`config.mk`:
```
export PLATFORM = sky130hd
export DESIGN_NAME = scru_fifo
export DESIGN_NICKNAME = d
export VERILOG_FILES = /design/src/design/scru_pkg.sv /design/src/design/scru_fifo.sv
export SDC_FILE = /design/constraint.sdc
export NUM_CORES = 1
export LEC_CHECK = 0
export ABC_AREA = 1
export BUFFER_PORTS_ARGS = -buffer_cell sky130_fd_sc_hd__buf_2
export CAP_MARGIN = 5
export CORE_MARGIN = 1
export CORE_UTILIZATION = 37
export CTS_BUF_LIST = sky130_fd_sc_hd__clkbuf_2
export DETAILED_ROUTE_END_ITERATION = 10
export PLACE_DENSITY = 0.6
export SETUP_SLACK_MARGIN = 0.3
export SLEW_MARGIN = 40
export SYNTH_ARGS = -nofsm -noshare
export SYNTH_HDL_FRONTEND = slang
export SYNTH_SLANG_ARGS = --single-unit
```
`constraint.sdc`:
```
create_clock -name clk -period 3.1 [get_ports clk]
set_input_delay 0.465 -clock clk [delete_from_list [all_inputs] [get_ports clk]]
set_output_delay 0.465 -clock clk [all_outputs]
set_load 0.02 [all_outputs]
```
`src/design/scru_pkg.sv`:
```
// ----------------------------------------------------------------------------
// scru_pkg
// Shared types, constants and fixed-point helpers of the sine/cosine unit.
// ----------------------------------------------------------------------------
`default_nettype none

package scru_pkg;

  localparam int ANG_W           = 32;
  localparam int OUT_W           = 32;
  localparam int ANGLE_FRAC_BITS = 24;
  localparam int OUT_FRAC_BITS   = 30;
  localparam int FB              = 31;
  localparam int ACC_W           = 60;
  localparam int PHI_W           = ACC_W + 1;
  localparam int PLO_W           = 2 * FB + 1;
  localparam int HORNER_N        = 4;
  localparam int DIV_STEPS       = OUT_FRAC_BITS + 1;
  localparam int FIFO_DEPTH      = 8;
  localparam int FIFO_AW         = $clog2(FIFO_DEPTH);
  localparam int CNT_W           = FIFO_AW + 1;
  // a, y2, horner, num mul (2), abs/den, div init, div steps, output
  localparam int NSTG            = 2 + 2 * HORNER_N + 2 + 1 + 1 + DIV_STEPS + 1;

  localparam logic [31:0] TWO_OVER_PI = 32'hA2F9836E;

  typedef enum logic {
    CMD_SIN = 1'b0,
    CMD_COS = 1'b1
  } scru_cmd_t;

  typedef logic signed [ACC_W-1:0] acc_t;

  localparam acc_t COEF_P [HORNER_N+1] = '{
    60'sd1459688406666,
    -60'sd138472724998245,
    60'sd4401030535375267,
    -60'sd49429081009028442,
    60'sd135788409787737567
  };
  localparam acc_t COEF_Q [HORNER_N+1] = '{
    60'sd10000000000,
    60'sd1326534908786,
    60'sd94630961015382,
    60'sd4081792252343300,
    60'sd86445586529225344
  };

  // reduced item handed from front to back
  typedef struct packed {
    logic [FB:0] y;
    logic        neg;
  } scru_work_t;

  // split product of a fixed-point multiply, before the final sum
  typedef struct packed {
    logic             neg;
    logic [PHI_W-1:0] phi;
    logic [PLO_W-1:0] plo;
  } fxprod_t;

  function automatic logic [ACC_W-1:0] fx_abs(acc_t a);
    return a[ACC_W-1] ? ACC_W'(-a) : ACC_W'(a);
  endfunction

  function automatic fxprod_t fx_mul(acc_t a, logic [FB:0] b);
    logic [ACC_W-1:0] m;
    fxprod_t          p;
    m     = fx_abs(a);
    p.neg = a[ACC_W-1];
    p.phi = PHI_W'(m[ACC_W-1:FB]) * PHI_W'(b);
    p.plo = PLO_W'(m[FB-1:0]) * PLO_W'(b);
    return p;
  endfunction

  function automatic acc_t fx_fin(fxprod_t p, acc_t c);
    logic [PHI_W:0] r;
    acc_t           m;
    r = {1'b0, p.phi} + (PHI_W+1)'(p.plo[PLO_W-1:FB]);
    m = acc_t'(r[ACC_W-1:0]);
    return (p.neg ? -m : m) + c;
  endfunction

endpackage

`default_nettype wire

```
`src/design/scru_fifo.sv`:
```
// ----------------------------------------------------------------------------
// scru_fifo
// Small queue between the reduction front and the evaluation back.
// ----------------------------------------------------------------------------
`default_nettype none

module scru_fifo (
  input  logic                        clk,
  input  logic                        rst_n,
  input  logic                        wr_en,
  input  scru_pkg::scru_work_t        wr_data,
  input  logic                        rd_en,
  output scru_pkg::scru_work_t        rd_data,
  output logic                        not_empty,
  output logic [scru_pkg::CNT_W-1:0]  cnt
);
  import scru_pkg::*;

  scru_work_t         mem [FIFO_DEPTH];
  logic [FIFO_AW-1:0] wp_r, rp_r;
  logic [CNT_W-1:0]   cnt_r;

  assign cnt       = cnt_r;
  assign not_empty = cnt_r != '0;
  assign rd_data   = mem[rp_r];

  always_ff @(posedge clk) begin
    if (wr_en) begin
      mem[wp_r] <= wr_data;
    end
  end

  always_ff @(posedge clk) begin
    if (!rst_n) begin
      wp_r  <= '0;
      rp_r  <= '0;
      cnt_r <= '0;
    end else begin
      if (wr_en) begin
        wp_r <= wp_r + 1'b1;
      end
      if (rd_en) begin
        rp_r <= rp_r + 1'b1;
      end
      cnt_r <= cnt_r + CNT_W'(wr_en) - CNT_W'(rd_en);
    end
  end

`ifndef SYNTHESIS
  a_no_overflow: assert property (@(posedge clk) disable iff (!rst_n)
    wr_en |-> (cnt_r < CNT_W'(FIFO_DEPTH) || rd_en))
    else $error("queue overflow");
  a_no_underflow: assert property (@(posedge clk) disable iff (!rst_n)
    rd_en |-> cnt_r != '0)
    else $error("queue underflow");
`endif

endmodule

`default_nettype wire

```
### Word level (Yosys, flattened, before mapping)

Memory sizes are Yosys's and may differ from the RTL's. A register that Yosys moved wholly into a read port is not among the register bits.
Cells that the tools add are included.
Widths: inputs -> output; s select.

* register bits after elaboration: 10
* memory bits (writable): 264
* input port bits: 37
* output and inout port bits: 38
* logic and storage cells: 13
* memories: 1

* $add $sub $neg: 4
* muxes and demuxes: 4
* reduce and logical (&&, ||, !) cells: 1

Memory list
* mem: words 8, width 33, rd ports 1, clocked after memory_dff 1, write ports 1, RTL line scru_fifo.sv:19 `scru_work_t mem [FIFO_DEPTH];`

Operators by type and width (number)
* $add 3x1->3 const B: 2
* $mux 3: 2
* $add 4x1->4: 1
* $reduce_bool 4->1: 1
* $sub 4x1->4: 1
* $mux 1: 2

### Longest topological paths before layout

* depth in word-level cells: 3
* depth in mapped cells: 9
* depth with buffers taken out: 9

### Worst setup path after synthesis

No wires, ideal clock.

* path type: in2reg
* from: in wr_en
* to: mem mem[0][0] (netlist name) (enable)
* library setup time: 0.423 ns
* arrival: 2.230 ns
* data required time: 2.677 ns
* path slack: 0.447 ns
* stages: 3
* buffers on the path: 0
* cell sequence: inv_1 -> or2_2 -> nor2_1

* cells in the longest elaborated chain, start to end: 2

RTL lines
* start: declaration: RTL line scru_fifo.sv:10 `input logic wr_en,`
* $mux 1: RTL line scru_fifo.sv:28 `if (wr_en) begin`
* $mux 1 (not written as such): RTL line scru_fifo.sv:29 `mem[wp_r] <= wr_data;`
* end: declaration: RTL line scru_fifo.sv:19

No other way between the ends.

==> metrics.md <==
| Metric | Value |
|---|---|
| Worst reg2reg setup slack | `1.23 ns` |
| Post-layout utilization of the core | `45.9%` |
| Detailed-route wire length per cell | `15.8 um` |
| Die Outline Area | `0.0335 mm^2` |
| I/O Buffers | `74` |
| Clock tree root driver cell | `sky130_fd_sc_hd__clkbuf_2` |
| Endpoints failing hold | `0` |
| Largest net degree at the start of global routing | `67` |
| Critical path class | `flip-flop to output pin` |
| Data required time of the worst path | `2.63 ns` |
| Fill cells | `3,068` |
| Post-layout min period | `2.69 ns` |
| Hold Crit Class | `input port to flip-flop` |
| Top cells by area in the synthesized netlist | `sky130_fd_sc_hd__edfxtp_1 65%, sky130_fd_sc_hd__nand2_1 14%, sky130_fd_sc_hd__inv_1 8.7%, sky130_fd_sc_hd__nand3_1 5.6%, sky130_fd_sc_hd__dfxtp_1 2.1%` |
| Clock insertion delay at the later pin of the skew report | `0.83 ns` |
| Initial cell density of the core | `38.0%` |
| Most used standard cell by instance count after synthesis | `sky130_fd_sc_hd__nand2_1` |
| Number of standard cells after synthesis | `1,221` |
| Number of distinct library cells after synthesis | `19` |
| Number of antenna violations at the first check in global routing | `1` |
| Count of cells along the worst register-to-register path | `3` |
| Post-synth ARST share | `0%` |
| Origin of the critical flop-to-flop path | `wp_r[0]$_SDFFE_PN0P_` |
| Crit end category | `output pin` |
| Worst slew margin | `56.4%` |
| Layout Nets | `1,445` |
| Final-report max-slew violation count | `0` |
| Detailed-routing iteration count for the pre-antenna-repair pass | `5` |
| Final non-filler cell total | `1,892` |
| Number of buffers on the longest clock path | `3` |
| Die extent in y | `183 um` |
| Cell type with the highest aggregate area in the netlist | `sky130_fd_sc_hd__edfxtp_1` |
| Met2 layer usage reported by global route | `28.5%` |
| Synth cell count leaders | `441 x sky130_fd_sc_hd__nand2_1, 280 x sky130_fd_sc_hd__inv_1, 264 x sky130_fd_sc_hd__edfxtp_1` |
| Static power due to leakage | `0.00684 uW` |
| DR vias/cell | `4.54` |
| Wire length reported by the detailed router | `29.9 mm` |
| Register bit count reported by yosys | `277` |
| Hold Path Sink | `mem[6][32]$_DFFE_PP_` |
| Sequential element share of the synthesized area | `67.6%` |
| Transition time of the tightest slew-check pin | `0.652 ns` |
| Total of warnings raised by yosys | `0` |
| Main synth FF type | `sky130_fd_sc_hd__edfxtp_1` |
| WP data arrival | `2.23 ns` |
| Ports | `75` |
| Final setup violation count | `0` |
| Number of placement rows | `65` |
| Fraction of synthesized cell area taken by the top area cell type | `65.4%` |
| Total of max-cap violations | `0` |
| Layout-stage area growth over the synthesis result | `20.7%` |
| Post-synth design cell area | `0.0121 mm^2` |
| DRC Markers | `0` |
| Met3 usage in global routing | `3.61%` |
| GR Util met1 | `22.6%` |
| Vias in the first global route | `8,368` |
| Hold slack final | `0.417 ns` |
| Maximum vdd ir drop | `0.253 mV` |
| Post-synth EDFFs | `264` |
| F_max | `372 MHz` |
| Clock buffer count from CTS | `74` |
| Gp weighted congestion | `0.726` |
| Hold Startpoint | `wr_data[32]` |
| Remaining number of nets flagged by the antenna check after routing | `0` |
| Synthesized net count | `1,266` |
| Fraction of layout cells with a size suffix above 1 | `17.7%` |
| # H-tree levels | `3` |
| End of the worst register-to-register path | `mem[0][16]$_DFFE_PP_` |
| Startpoint types | `flip-flop` |
| Max FO, Critical Path | `9` |
| Clock transition time at the flip-flop clock pins of the worst setup and hold paths | `0.11 ns` |
| Routed via count | `8,582` |
| Final Skew | `0.0382 ns` |
| Post-Route Setup TNS | `0 ns` |
| Syn Area/Cell | `9.93 um^2` |
| Grt total ovfl | `0` |
| Pwr per Cell Area | `545 mW/mm^2` |
| TritonCTS clock tree | `built` |
| Wire length of the first global-routing pass | `44.2 mm` |
| Post-placement cell count | `1,699` |
| Cell depth of the worst hold path | `2` |
| Status | `finished, final reports clean` |
| Ratio of final minimum period to clock period | `86.8%` |
| Overall die width | `183 um` |
| PnR Total Power | `7970 uW` |
| GRT Total Usage | `17.4%` |
| Busiest grt layer | `met2` |
| Clock tree sinks | `277` |
| Drt initial violations | `726` |
| Core area | `0.0319 mm^2` |
| Sum of net half-perimeters after detailed placement | `15.2 mm` |
| Setup repair after global routing missed its margin | `true` |
## cell families after synthesis
family	count (synthesis)	share of synthesized area, %
buffers and inverters	332	11.3
adder cells (fa/ha/maj)	8	0.888
AO/OA/AOI/OAI	11	0.454
XOR/XNOR	1	0.0723
AND/OR/NAND/NOR	592	19.8
flip-flops	277	67.6
## worst max-delay path by stage
stage	from	endpoint	slack [ns]	depth (start not counted)
3_5_place_dp	wr_en	mem[0][13]$_DFFE_PP_	0.85	5
3_3_place_gp	wr_en	mem[0][13]$_DFFE_PP_	0.90	5
4_1_cts	flip-flop	rd_data[20]	0.31	8
2_1_floorplan	wr_en	mem[0][0]$_DFFE_PP_	0.45	3
6_report	flip-flop	rd_data[12]	0.41	9
5_1_grt	flip-flop	rd_data[26]	0.27	9
## timing repair
action                     CTS  global route
resized for setup           23            35
pin swaps                    0             8
hold buffers                36             0
setup endpoints to repair   33            33
buffers inserted             5             5
cloned                       6             8
hold endpoints to repair   277             0
## cell type report
class,instances,area (um^2),share of cell area (%)
sequential,277,8190,56.0
multi-input combinational,612,2650,18.1
timing repair buffer,151,1490,10.2
inverter,282,1080,7.41
clock buffer,110,551,3.76
tap,435,544,3.72
clock inverter,22,88.8,0.607
timing repair inverter,2,20.0,0.137
antenna,1,2.50,0.0171
## flip-flops by register name, indices dropped and copies added (netlist names), named ones only
name,count
mem,264
cnt,4
rp_r,3
wp_r,3
## cell usage in the layout, fill, tap and decap left out, types with 2 or more instances in the layout
cell,count
sky130_fd_sc_hd__edfxtp_1,264
sky130_fd_sc_hd__clkbuf_16,6
sky130_fd_sc_hd__clkinv_2,5
sky130_fd_sc_hd__buf_4,35
sky130_fd_sc_hd__dlygate4sd3_1,36
sky130_fd_sc_hd__inv_6,2
sky130_fd_sc_hd__o21ai_0,4
sky130_fd_sc_hd__buf_6,4
sky130_fd_sc_hd__nand2_1,433
sky130_fd_sc_hd__or2_2,2
sky130_fd_sc_hd__buf_2,51
sky130_fd_sc_hd__nor2_4,8
sky130_fd_sc_hd__nor2_1,6
sky130_fd_sc_hd__a21oi_1,7
sky130_fd_sc_hd__ha_1,7
sky130_fd_sc_hd__dfxtp_1,10
sky130_fd_sc_hd__dfxtp_2,2
sky130_fd_sc_hd__buf_12,9
sky130_fd_sc_hd__nand3_1,134
sky130_fd_sc_hd__buf_16,7
sky130_fd_sc_hd__clkbuf_2,110
sky130_fd_sc_hd__buf_8,3
sky130_fd_sc_hd__nand2_2,8
sky130_fd_sc_hd__inv_1,279
sky130_fd_sc_hd__clkinv_1,16
## worst max-delay path, stage by stage (launching register included)
cell	delay, ns
sky130_fd_sc_hd__dfxtp_4	0.37
sky130_fd_sc_hd__buf_12	0.15
sky130_fd_sc_hd__buf_8	0.14
sky130_fd_sc_hd__buf_16	0.15
sky130_fd_sc_hd__nand2_1	0.07
sky130_fd_sc_hd__nand3_1	0.11
sky130_fd_sc_hd__nand2_2	0.12
sky130_fd_sc_hd__nand2_1	0.05
sky130_fd_sc_hd__nand2_1	0.08
sky130_fd_sc_hd__buf_4	0.14
## power breakdown
group,total (uW),switching (uW),internal (uW),leakage [uW]
registers,4230,35.2,4200,0.00251
clock network,2410,1470,946,0.000506
logic,1320,829,493,0.00383
total,7970,2330,5640,0.00684
## per-stage QoR
stage,worst slack (ns),instance area (um^2)
after floorplan,0.447,12100
after global placement,0.896,13000
after detailed placement,0.845,13000
after CTS,0.309,14300
after global routing,0.267,14600
final,0.409,14600
## layer usage
layer	vias to the layer above	share of wire [%]
met3	63	7.2
li1	4214	-
met4	0	2.8
met5	-	0
met2	334	47
met1	3971	44
(Power assumes the default switching activity.)
