==> src/design/scru_pkg.sv <==
// ----------------------------------------------------------------------------
// scru_pkg
// Shared types, constants and fixed-point helpers of the sine/cosine unit.
// ----------------------------------------------------------------------------
`default_nettype none

package scru_pkg;

  localparam int ANG_W           = 32;
  localparam int OUT_W           = 32;
  localparam int ANGLE_FRAC_BITS = 24;
  localparam int OUT_FRAC_BITS   = 30;
  localparam int FB              = 31;
  localparam int ACC_W           = 60;
  localparam int PHI_W           = ACC_W + 1;
  localparam int PLO_W           = 2 * FB + 1;
  localparam int HORNER_N        = 4;
  localparam int DIV_STEPS       = OUT_FRAC_BITS + 1;
  localparam int FIFO_DEPTH      = 8;
  localparam int FIFO_AW         = $clog2(FIFO_DEPTH);
  localparam int CNT_W           = FIFO_AW + 1;
  // a, y2, horner, num mul (2), abs/den, div init, div steps, output
  localparam int NSTG            = 2 + 2 * HORNER_N + 2 + 1 + 1 + DIV_STEPS + 1;

  localparam logic [31:0] TWO_OVER_PI = 32'hA2F9836E;

  typedef enum logic {
    CMD_SIN = 1'b0,
    CMD_COS = 1'b1
  } scru_cmd_t;

  typedef logic signed [ACC_W-1:0] acc_t;

  localparam acc_t COEF_P [HORNER_N+1] = '{
    60'sd1459688406666,
    -60'sd138472724998245,
    60'sd4401030535375267,
    -60'sd49429081009028442,
    60'sd135788409787737567
  };
  localparam acc_t COEF_Q [HORNER_N+1] = '{
    60'sd10000000000,
    60'sd1326534908786,
    60'sd94630961015382,
    60'sd4081792252343300,
    60'sd86445586529225344
  };

  // reduced item handed from front to back
  typedef struct packed {
    logic [FB:0] y;
    logic        neg;
  } scru_work_t;

  // split product of a fixed-point multiply, before the final sum
  typedef struct packed {
    logic             neg;
    logic [PHI_W-1:0] phi;
    logic [PLO_W-1:0] plo;
  } fxprod_t;

  function automatic logic [ACC_W-1:0] fx_abs(acc_t a);
    return a[ACC_W-1] ? ACC_W'(-a) : ACC_W'(a);
  endfunction

  function automatic fxprod_t fx_mul(acc_t a, logic [FB:0] b);
    logic [ACC_W-1:0] m;
    fxprod_t          p;
    m     = fx_abs(a);
    p.neg = a[ACC_W-1];
    p.phi = PHI_W'(m[ACC_W-1:FB]) * PHI_W'(b);
    p.plo = PLO_W'(m[FB-1:0]) * PLO_W'(b);
    return p;
  endfunction

  function automatic acc_t fx_fin(fxprod_t p, acc_t c);
    logic [PHI_W:0] r;
    acc_t           m;
    r = {1'b0, p.phi} + (PHI_W+1)'(p.plo[PLO_W-1:FB]);
    m = acc_t'(r[ACC_W-1:0]);
    return (p.neg ? -m : m) + c;
  endfunction

endpackage

`default_nettype wire

==> src/design/scru_if.sv <==
// ----------------------------------------------------------------------------
// scru_if
// Valid/ready channel interfaces for the input and result items.
// ----------------------------------------------------------------------------
`default_nettype none

interface scru_in_if;
  import scru_pkg::*;
  logic                    valid;
  logic                    ready;
  logic                    command;
  logic signed [ANG_W-1:0] angle;
  modport source (output valid, command, angle, input ready);
  modport sink   (input valid, command, angle, output ready);
endinterface


`default_nettype wire

==> src/design/scru_front.sv <==
// ----------------------------------------------------------------------------
// scru_front
// Accepts items, takes the angle magnitude, scales by 2/pi and reduces to
// quadrant and fraction. Ready follows queue credit.
// ----------------------------------------------------------------------------
`default_nettype none

module scru_front (
  input  logic                          clk,
  input  logic                          rst_n,
  scru_in_if.sink                       in_chan,
  input  logic [scru_pkg::CNT_W-1:0]    fifo_cnt,
  output logic                          wr_en,
  output scru_pkg::scru_work_t          wr_data
);
  import scru_pkg::*;

  logic              v0_r, v1_r;
  logic [ANG_W-1:0]  mag0_r;
  logic [1:0]        quad0_r, quad1_r;
  logic [1:0]        k1_r;
  logic [FB-1:0]     y1_r;
  logic [63:0]       prod;
  logic [CNT_W:0]    occ;
  logic              acc_in;
  logic [ANG_W:0]    ang_x;
  logic [1:0]        quad;

  assign occ = {1'b0, fifo_cnt} + {{CNT_W{1'b0}}, v0_r} + {{CNT_W{1'b0}}, v1_r};
  assign in_chan.ready = rst_n && (occ < (CNT_W+1)'(FIFO_DEPTH));
  assign acc_in = in_chan.valid && in_chan.ready;
  assign ang_x  = {in_chan.angle[ANG_W-1], in_chan.angle};
  assign prod   = 64'(mag0_r) * 64'(TWO_OVER_PI);

  always_ff @(posedge clk) begin
    if (!rst_n) begin
      v0_r <= 1'b0;
      v1_r <= 1'b0;
    end else begin
      v0_r <= acc_in;
      v1_r <= v0_r;
    end
  end

  always_ff @(posedge clk) begin
    if (acc_in) begin
      mag0_r <= in_chan.angle[ANG_W-1] ? ANG_W'(-ang_x) : ANG_W'(ang_x);
      if (scru_cmd_t'(in_chan.command) == CMD_COS) begin
        quad0_r <= 2'd1;
      end else if (in_chan.angle[ANG_W-1]) begin
        quad0_r <= 2'd2;
      end else begin
        quad0_r <= 2'd0;
      end
    end
    k1_r    <= prod[ANGLE_FRAC_BITS+32 +: 2];
    y1_r    <= prod[ANGLE_FRAC_BITS+32-1 -: FB];
    quad1_r <= quad0_r;
  end

  assign quad         = quad1_r + k1_r;
  assign wr_en        = v1_r;
  assign wr_data.y    = quad[0] ? ((FB+1)'(1) << FB) - {1'b0, y1_r} : {1'b0, y1_r};
  assign wr_data.neg  = quad[1];

endmodule

`default_nettype wire

==> src/flat_wrapper.sv <==
// flat-port wrapper written by rule: the top's interface ports become plain ports
module scru_front_flat import scru_pkg::*;
  (clk, rst_n, fifo_cnt, wr_en, wr_data, in_chan_valid, in_chan_command, in_chan_angle, in_chan_ready);
  scru_in_if in_chan_i ();
  input  logic clk;
  input  logic rst_n;
  input  logic [scru_pkg::CNT_W-1:0] fifo_cnt;
  output logic wr_en;
  output scru_pkg::scru_work_t wr_data;
  input wire logic [$bits(in_chan_i.valid)-1:0] in_chan_valid;
  input wire logic [$bits(in_chan_i.command)-1:0] in_chan_command;
  input wire logic [$bits(in_chan_i.angle)-1:0] in_chan_angle;
  output wire logic [$bits(in_chan_i.ready)-1:0] in_chan_ready;
  assign in_chan_i.valid = in_chan_valid;
  assign in_chan_i.command = in_chan_command;
  assign in_chan_i.angle = in_chan_angle;
  assign in_chan_ready = in_chan_i.ready;
  scru_front u_core (.clk(clk), .rst_n(rst_n), .in_chan(in_chan_i), .fifo_cnt(fifo_cnt), .wr_en(wr_en), .wr_data(wr_data));
endmodule
==> config.mk <==
export PLATFORM = sky130hd
export DESIGN_NAME = scru_front_flat
export DESIGN_NICKNAME = d
export VERILOG_FILES = /design/src/design/scru_pkg.sv /design/src/design/scru_if.sv /design/src/design/scru_front.sv /design/src/flat_wrapper.sv
export SDC_FILE = /design/constraint.sdc
export NUM_CORES = 1
export LEC_CHECK = 0
export BUFFER_PORTS_ARGS = -buffer_cell sky130_fd_sc_hd__buf_4
export CORE_UTILIZATION = 41
export CTS_CLUSTER_SIZE = 8
export DETAILED_ROUTE_END_ITERATION = 8
export GPL_TIMING_DRIVEN = 0
export SETUP_SLACK_MARGIN = 0.02
export SYNTH_ARGS = -nofsm -noshare
export SYNTH_HDL_FRONTEND = slang
export SYNTH_SLANG_ARGS = --single-unit
==> constraint.sdc <==
create_clock -name clk -period 6.6 [get_ports clk]
set_clock_uncertainty 0.2 [all_clocks]
set_input_delay 1.98 -clock clk [delete_from_list [all_inputs] [get_ports clk]]
set_output_delay 1.98 -clock clk [all_outputs]
set_load 0.1 [all_outputs]
-- Word level (Yosys, flattened, before mapping)
Cells that the tools add are included.
- output and inout port bits: 35
- register bits: 71
- word-level logic and storage cells: 20
- mux-type cells: 3
- reduce and logical (&&, ||, !) cells: 2
- add/subtract/negate cells: 5
- magnitude comparators: 1
- multiply operators: 1
- operators with widths (kind ; count):
    $mul 32x31->57 const B ; 1
    $mux 32 ; 1
    $neg 32->32 ; 1
    $sub 32x31->32 const A ; 1
    $mux 31 ; 1
    $add 4x1->5 ; 1
    $add 5x1->5 ; 1
    $lt 5x4->1 const B ; 1
    $add 2x2->2 ; 1
    $logic_and 1x1->1 ; 2
    $mux 2 ; 1

-- Logic depth before layout (Yosys ltp)
- depth after elaboration: 5
- mapped depth: 26
- mapped depth without buffers: 26

-- Worst setup path after synthesis
Ideal clock, no wire load.
- path kind: register -> register
- start: reg u_core.mag0_r[3]
- end: reg u_core.y1_r[26]
- required time: 6.309 ns
- arrival time: 6.653 ns
- slack: -0.344 ns
- cell stages (with the launch flop): 25
- clock period less this slack: 6.944 ns
- library setup time: 0.091 ns
- path buffers: 0
- cell sequence: edfxtp_1 > inv_1 > fa_1 > inv_1 > fa_1 > ha_1 > inv_1 > fa_1 > fa_1 > inv_1 > fa_1 > fa_1 > inv_1 > fa_1 > inv_1 > ha_1 > nand4_2 > nor4_2 > nand2_1 > a211oi_2 > o211ai_2 > a2111oi_2 > nor3_2 > or2_4 > a311oi_1
- longest elaborated chain between the ends: 1
- ends and longest elaborated chain (what ; RTL line ; text):
    start, declared ; scru_front.sv:19 ; logic [ANG_W-1:0] mag0_r;
    start signal, assigned ; scru_front.sv:47 ; mag0_r <= in_chan.angle[ANG_W-1] ? ANG_W'(-ang_x) : ANG_W'(ang_x);
    $mul 32x31->57 ; scru_front.sv:33 ; assign prod = 64'(mag0_r) * 64'(TWO_OVER_PI);
    named net u_core.prod[51] ; scru_front.sv:23 ; logic [63:0] prod;
    end signal, assigned ; scru_front.sv:57 ; y1_r <= prod[ANGLE_FRAC_BITS+32-1 -: FB];
    end, declared ; scru_front.sv:22 ; logic [FB-1:0] y1_r;
The timed path passes the listed nets, and every way through them passes these cells.
A chain may end at the register's enable or synchronous reset.

-- Worst setup path after layout
- start: reg u_core.mag0_r[1]
- end: reg u_core.k1_r[0]
- longest elaborated chain between the ends: 1
- ends and longest elaborated chain (what ; RTL line ; text):
    $mul 32x31->57 ; scru_front.sv:33 ;
    named net u_core.prod[56] ; scru_front.sv:23 ;
    end signal, assigned ; scru_front.sv:56 ; k1_r <= prod[ANGLE_FRAC_BITS+32 +: 2];
    end, declared ; scru_front.sv:21 ; logic [1:0] k1_r;
The timed path passes the listed nets, and every way through them passes these cells.

==> metrics.yaml <==
cts:
  holdBufCountCts: 0
  path_clk_slew_ns: 0.06
  root_buffer: "clkbuf_16"
  htree_levels: 3
  clock_sinks: 71
  cts_made_buffers: 9
  ctsLongestPathBuffers: 2
  cts_tree: "built"
  clk_latency_ns: 0.36
detailed_routing:
  finalWirelength_microns: 47210
  drc_errors: 0
  route.met2.wl_microns: 23700
  highest_layer: "met4"
  firstDrtPassIters: 4
  wl_met1_microns: 20340
  num_vias: 13114
  post_drt_wl_per_cell_microns: 17.67
  wl_met3_microns: 2243
  drt-initial-drc-count: 532
  viasPerCell: 4.908
  ant_nets: 0
global_routing:
  grt_first_pass_wirelength_microns: 74400
  grt_pass1_vias: 13915
  grt_overflow: 0
  grt_antenna_before_repair: 0
  grt_max_degree: 35
  grt_usage_pct: 20.71
critical_path:
  worstPathRequired_ns: 6.69
  path_class: "flop to flop"
  start_kind: "flop"
  worstSetupEndpointType: "flop"
  critPathSlowestCell: "fa_2"
  crit_top_cell: "fa_1"
  critPathMaxFanout: 4
  critical_path_arrival_ns: 7.32
  cpPeakStageDelay_ns: 0.54
synth:
  synth-xor-area-share_pct: 4.143
  synth_top_family_by_area: "adder cells"
  synthFlopType: "dfxtp_1"
  yosys.area.top_type: "fa_1"
  yosysUniqueCellTypes: 60
  ys_seq_elements: 71
  synth.most_common_cell: "inv_1"
  synth_cells: 1879
  synthTopCellsByCount: "628 x inv_1, 418 x fa_1, 333 x ha_1"
  synth_edf_count: 34
  synth_adder_area_share_pct: 64.44
  synth_top_area_share_pct: 43.02
  synth.area.top_cells: "fa_1 43%, ha_1 21%, inv_1 12%, edfxtp_1 5.2%, dfxtp_1 3.8%"
  seq_area_frac_synth_pct: 9.057
  synth_compound_area_share_pct: 5.403
  synth-simple-area-share_pct: 4.522
  syn_area_sq_mm: 0.01945
  synth_mux_area_share_pct: 0.1608
  syn_nets: 2670
  synth-async-reset-ratio_pct: 0
  ys_warn_count: 0
  syn_avg_cell_area_sq_um: 10.35
cells_and_area:
  area_growth_pct: 16.40
  diodes: 0
  finalNetCount: 2851
  fillers: 4342
  drive_above_1_share_pct: 15.30
floorplanning:
  core-area_sq_mm: 0.04665
  fp-row-count: 79
  num_io_pins: 75
  die_x_microns: 219.8
  initial_core_util_pct: 41.69
  die_area_sq_mm: 0.04832
  die_y_microns: 219.8
timing:
  hold_violations: 0
  fin_crit_sh_pct: 109.5
  relSlewSlack_pct: 48.83
  fmax_ghz: 0.1384
  fin_ws_ns: -0.6253
  setup_viol: 26
  worstMarginPinSlew_ns: 0.7675
  slew_violations: 0
  rsz0062_at_grt: "true"
  layout_min_cycle_time_ns: 7.225
placed_design:
  io_buffers: 74
  post-place-ws_ns: -1.568
  gp_congestion: 0.9109
  post-dp-hpwl_microns: 41950
hold_path:
  hold_class: "flop to flop"
job:
  drv_cap: 0
status:
  violations: "negative setup slack"
  status: "finished, violations left"
==> timing repair <==
| item | 4_1_cts | 5_1_grt |
|---|---|---|
| buffers inserted | 73 | 23 |
| resized for setup | 81 | 38 |
| setup endpoints to repair | 33 | 33 |
| pin swaps | 39 | 30 |
==> final cells by class <==
cell class	instances	area (sq um)	share of cell area [%]
Timing Repair Buffer	170	1338	5.907
Clock inverter	7	87.58	0.3868
Clock buffer	9	225.2	0.9947
Tap cell	607	759.5	3.354
Buffer	7	30.03	0.1326
Multi-Input combinational cell	1173	16060	70.92
Inverter	628	2382	10.52
Sequential cell	71	1762	7.781
==> layout by cell type, fill, tap and decap left out, types with 12 or more instances in the layout <==
| cell type | netlist | routed |
|---|---|---|
| o31ai_1 | 16 | 15 |
| inv_2 | 0 | 13 |
| ha_4 | 0 | 22 |
| nor2_1 | 34 | 32 |
| nand3_1 | 15 | 12 |
| buf_6 | 0 | 13 |
| a21oi_1 | 42 | 32 |
| dfxtp_1 | 37 | 37 |
| inv_1 | 628 | 606 |
| xnor2_1 | 79 | 79 |
| buf_4 | 1 | 157 |
| edfxtp_1 | 34 | 34 |
| a21o_1 | 15 | 15 |
| nand2_1 | 52 | 46 |
| ha_1 | 333 | 302 |
| o21ai_0 | 32 | 27 |
| fa_1 | 418 | 409 |
==> kinds of logic (layout without fill, tap and decap cells) <==
family          after synthesis  after routing
fa+ha+maj                   751            751
buf+inv                     635            821
compound gates              156            156
simple gates                171            171
mux                           3              3
xor+xnor                     92             92
flops                        71             71
==> per-stage QoR <==
stage | hold WS (ns) | util [%] | area, sq um | cells | TNS [ns]
finish | 0.2203 | 48.53 | 22640 | 2672 | -8.618
global route | 0.2176 | 48.53 | 22640 | 2672 | -15.05
CTS | 0.2304 | 47.77 | 22290 | 2649 | -7.293
detailed placement | 0.2280 | 45.12 | 21050 | 2560 | -27.71
global placement | 0.2301 | 45.12 | 21050 | 2560 | -26.10
floorplan | 0.1233 | - | 19740 | 1879 | -0.0007958
==> path summary, 6_finish.rpt <==
check | slack (ns) | startpoint | to | cells past startpoint
worst max-delay path | -0.63 | u_core.mag0_r[1] | u_core.k1_r[0] | 28
worst min-delay path | 0.22 | u_core.quad0_r[1] | u_core.quad1_r[1] | 0
worst max register to register | -0.63 | u_core.mag0_r[1] | u_core.k1_r[0] | 28
worst min register to register | 0.22 | u_core.quad0_r[1] | u_core.quad1_r[1] | 0
==> metal layers <==
metal,track usage [%],up-vias
met5,0,-
met4,4.897,0
met3,3.478,45
met2,35.13,227
met1,27.50,6738
li1,-,6104
==> registers in the layout, indices dropped and copies added, names as in the netlist <==
name / flops
u_core.v0_r: 1
u_core.wr_en: 1
u_core.mag0_r: 32
u_core.k1_r: 2
u_core.quad1_r: 2
u_core.y1_r: 31
u_core.quad0_r: 2
==> critical path: cells and delay by family (launching register included) <==
kind	cells	cell delay [ns]
adders and majority gates	9	3.86
buffers and inverters	10	0.94
and+or+nand+nor	6	0.84
AOI/OAI and AO/OA	3	0.79
DFF	1	0.52
Power is not shown: default switching activity piles up to over one toggle a cycle in this logic, so the estimate is an artifact.
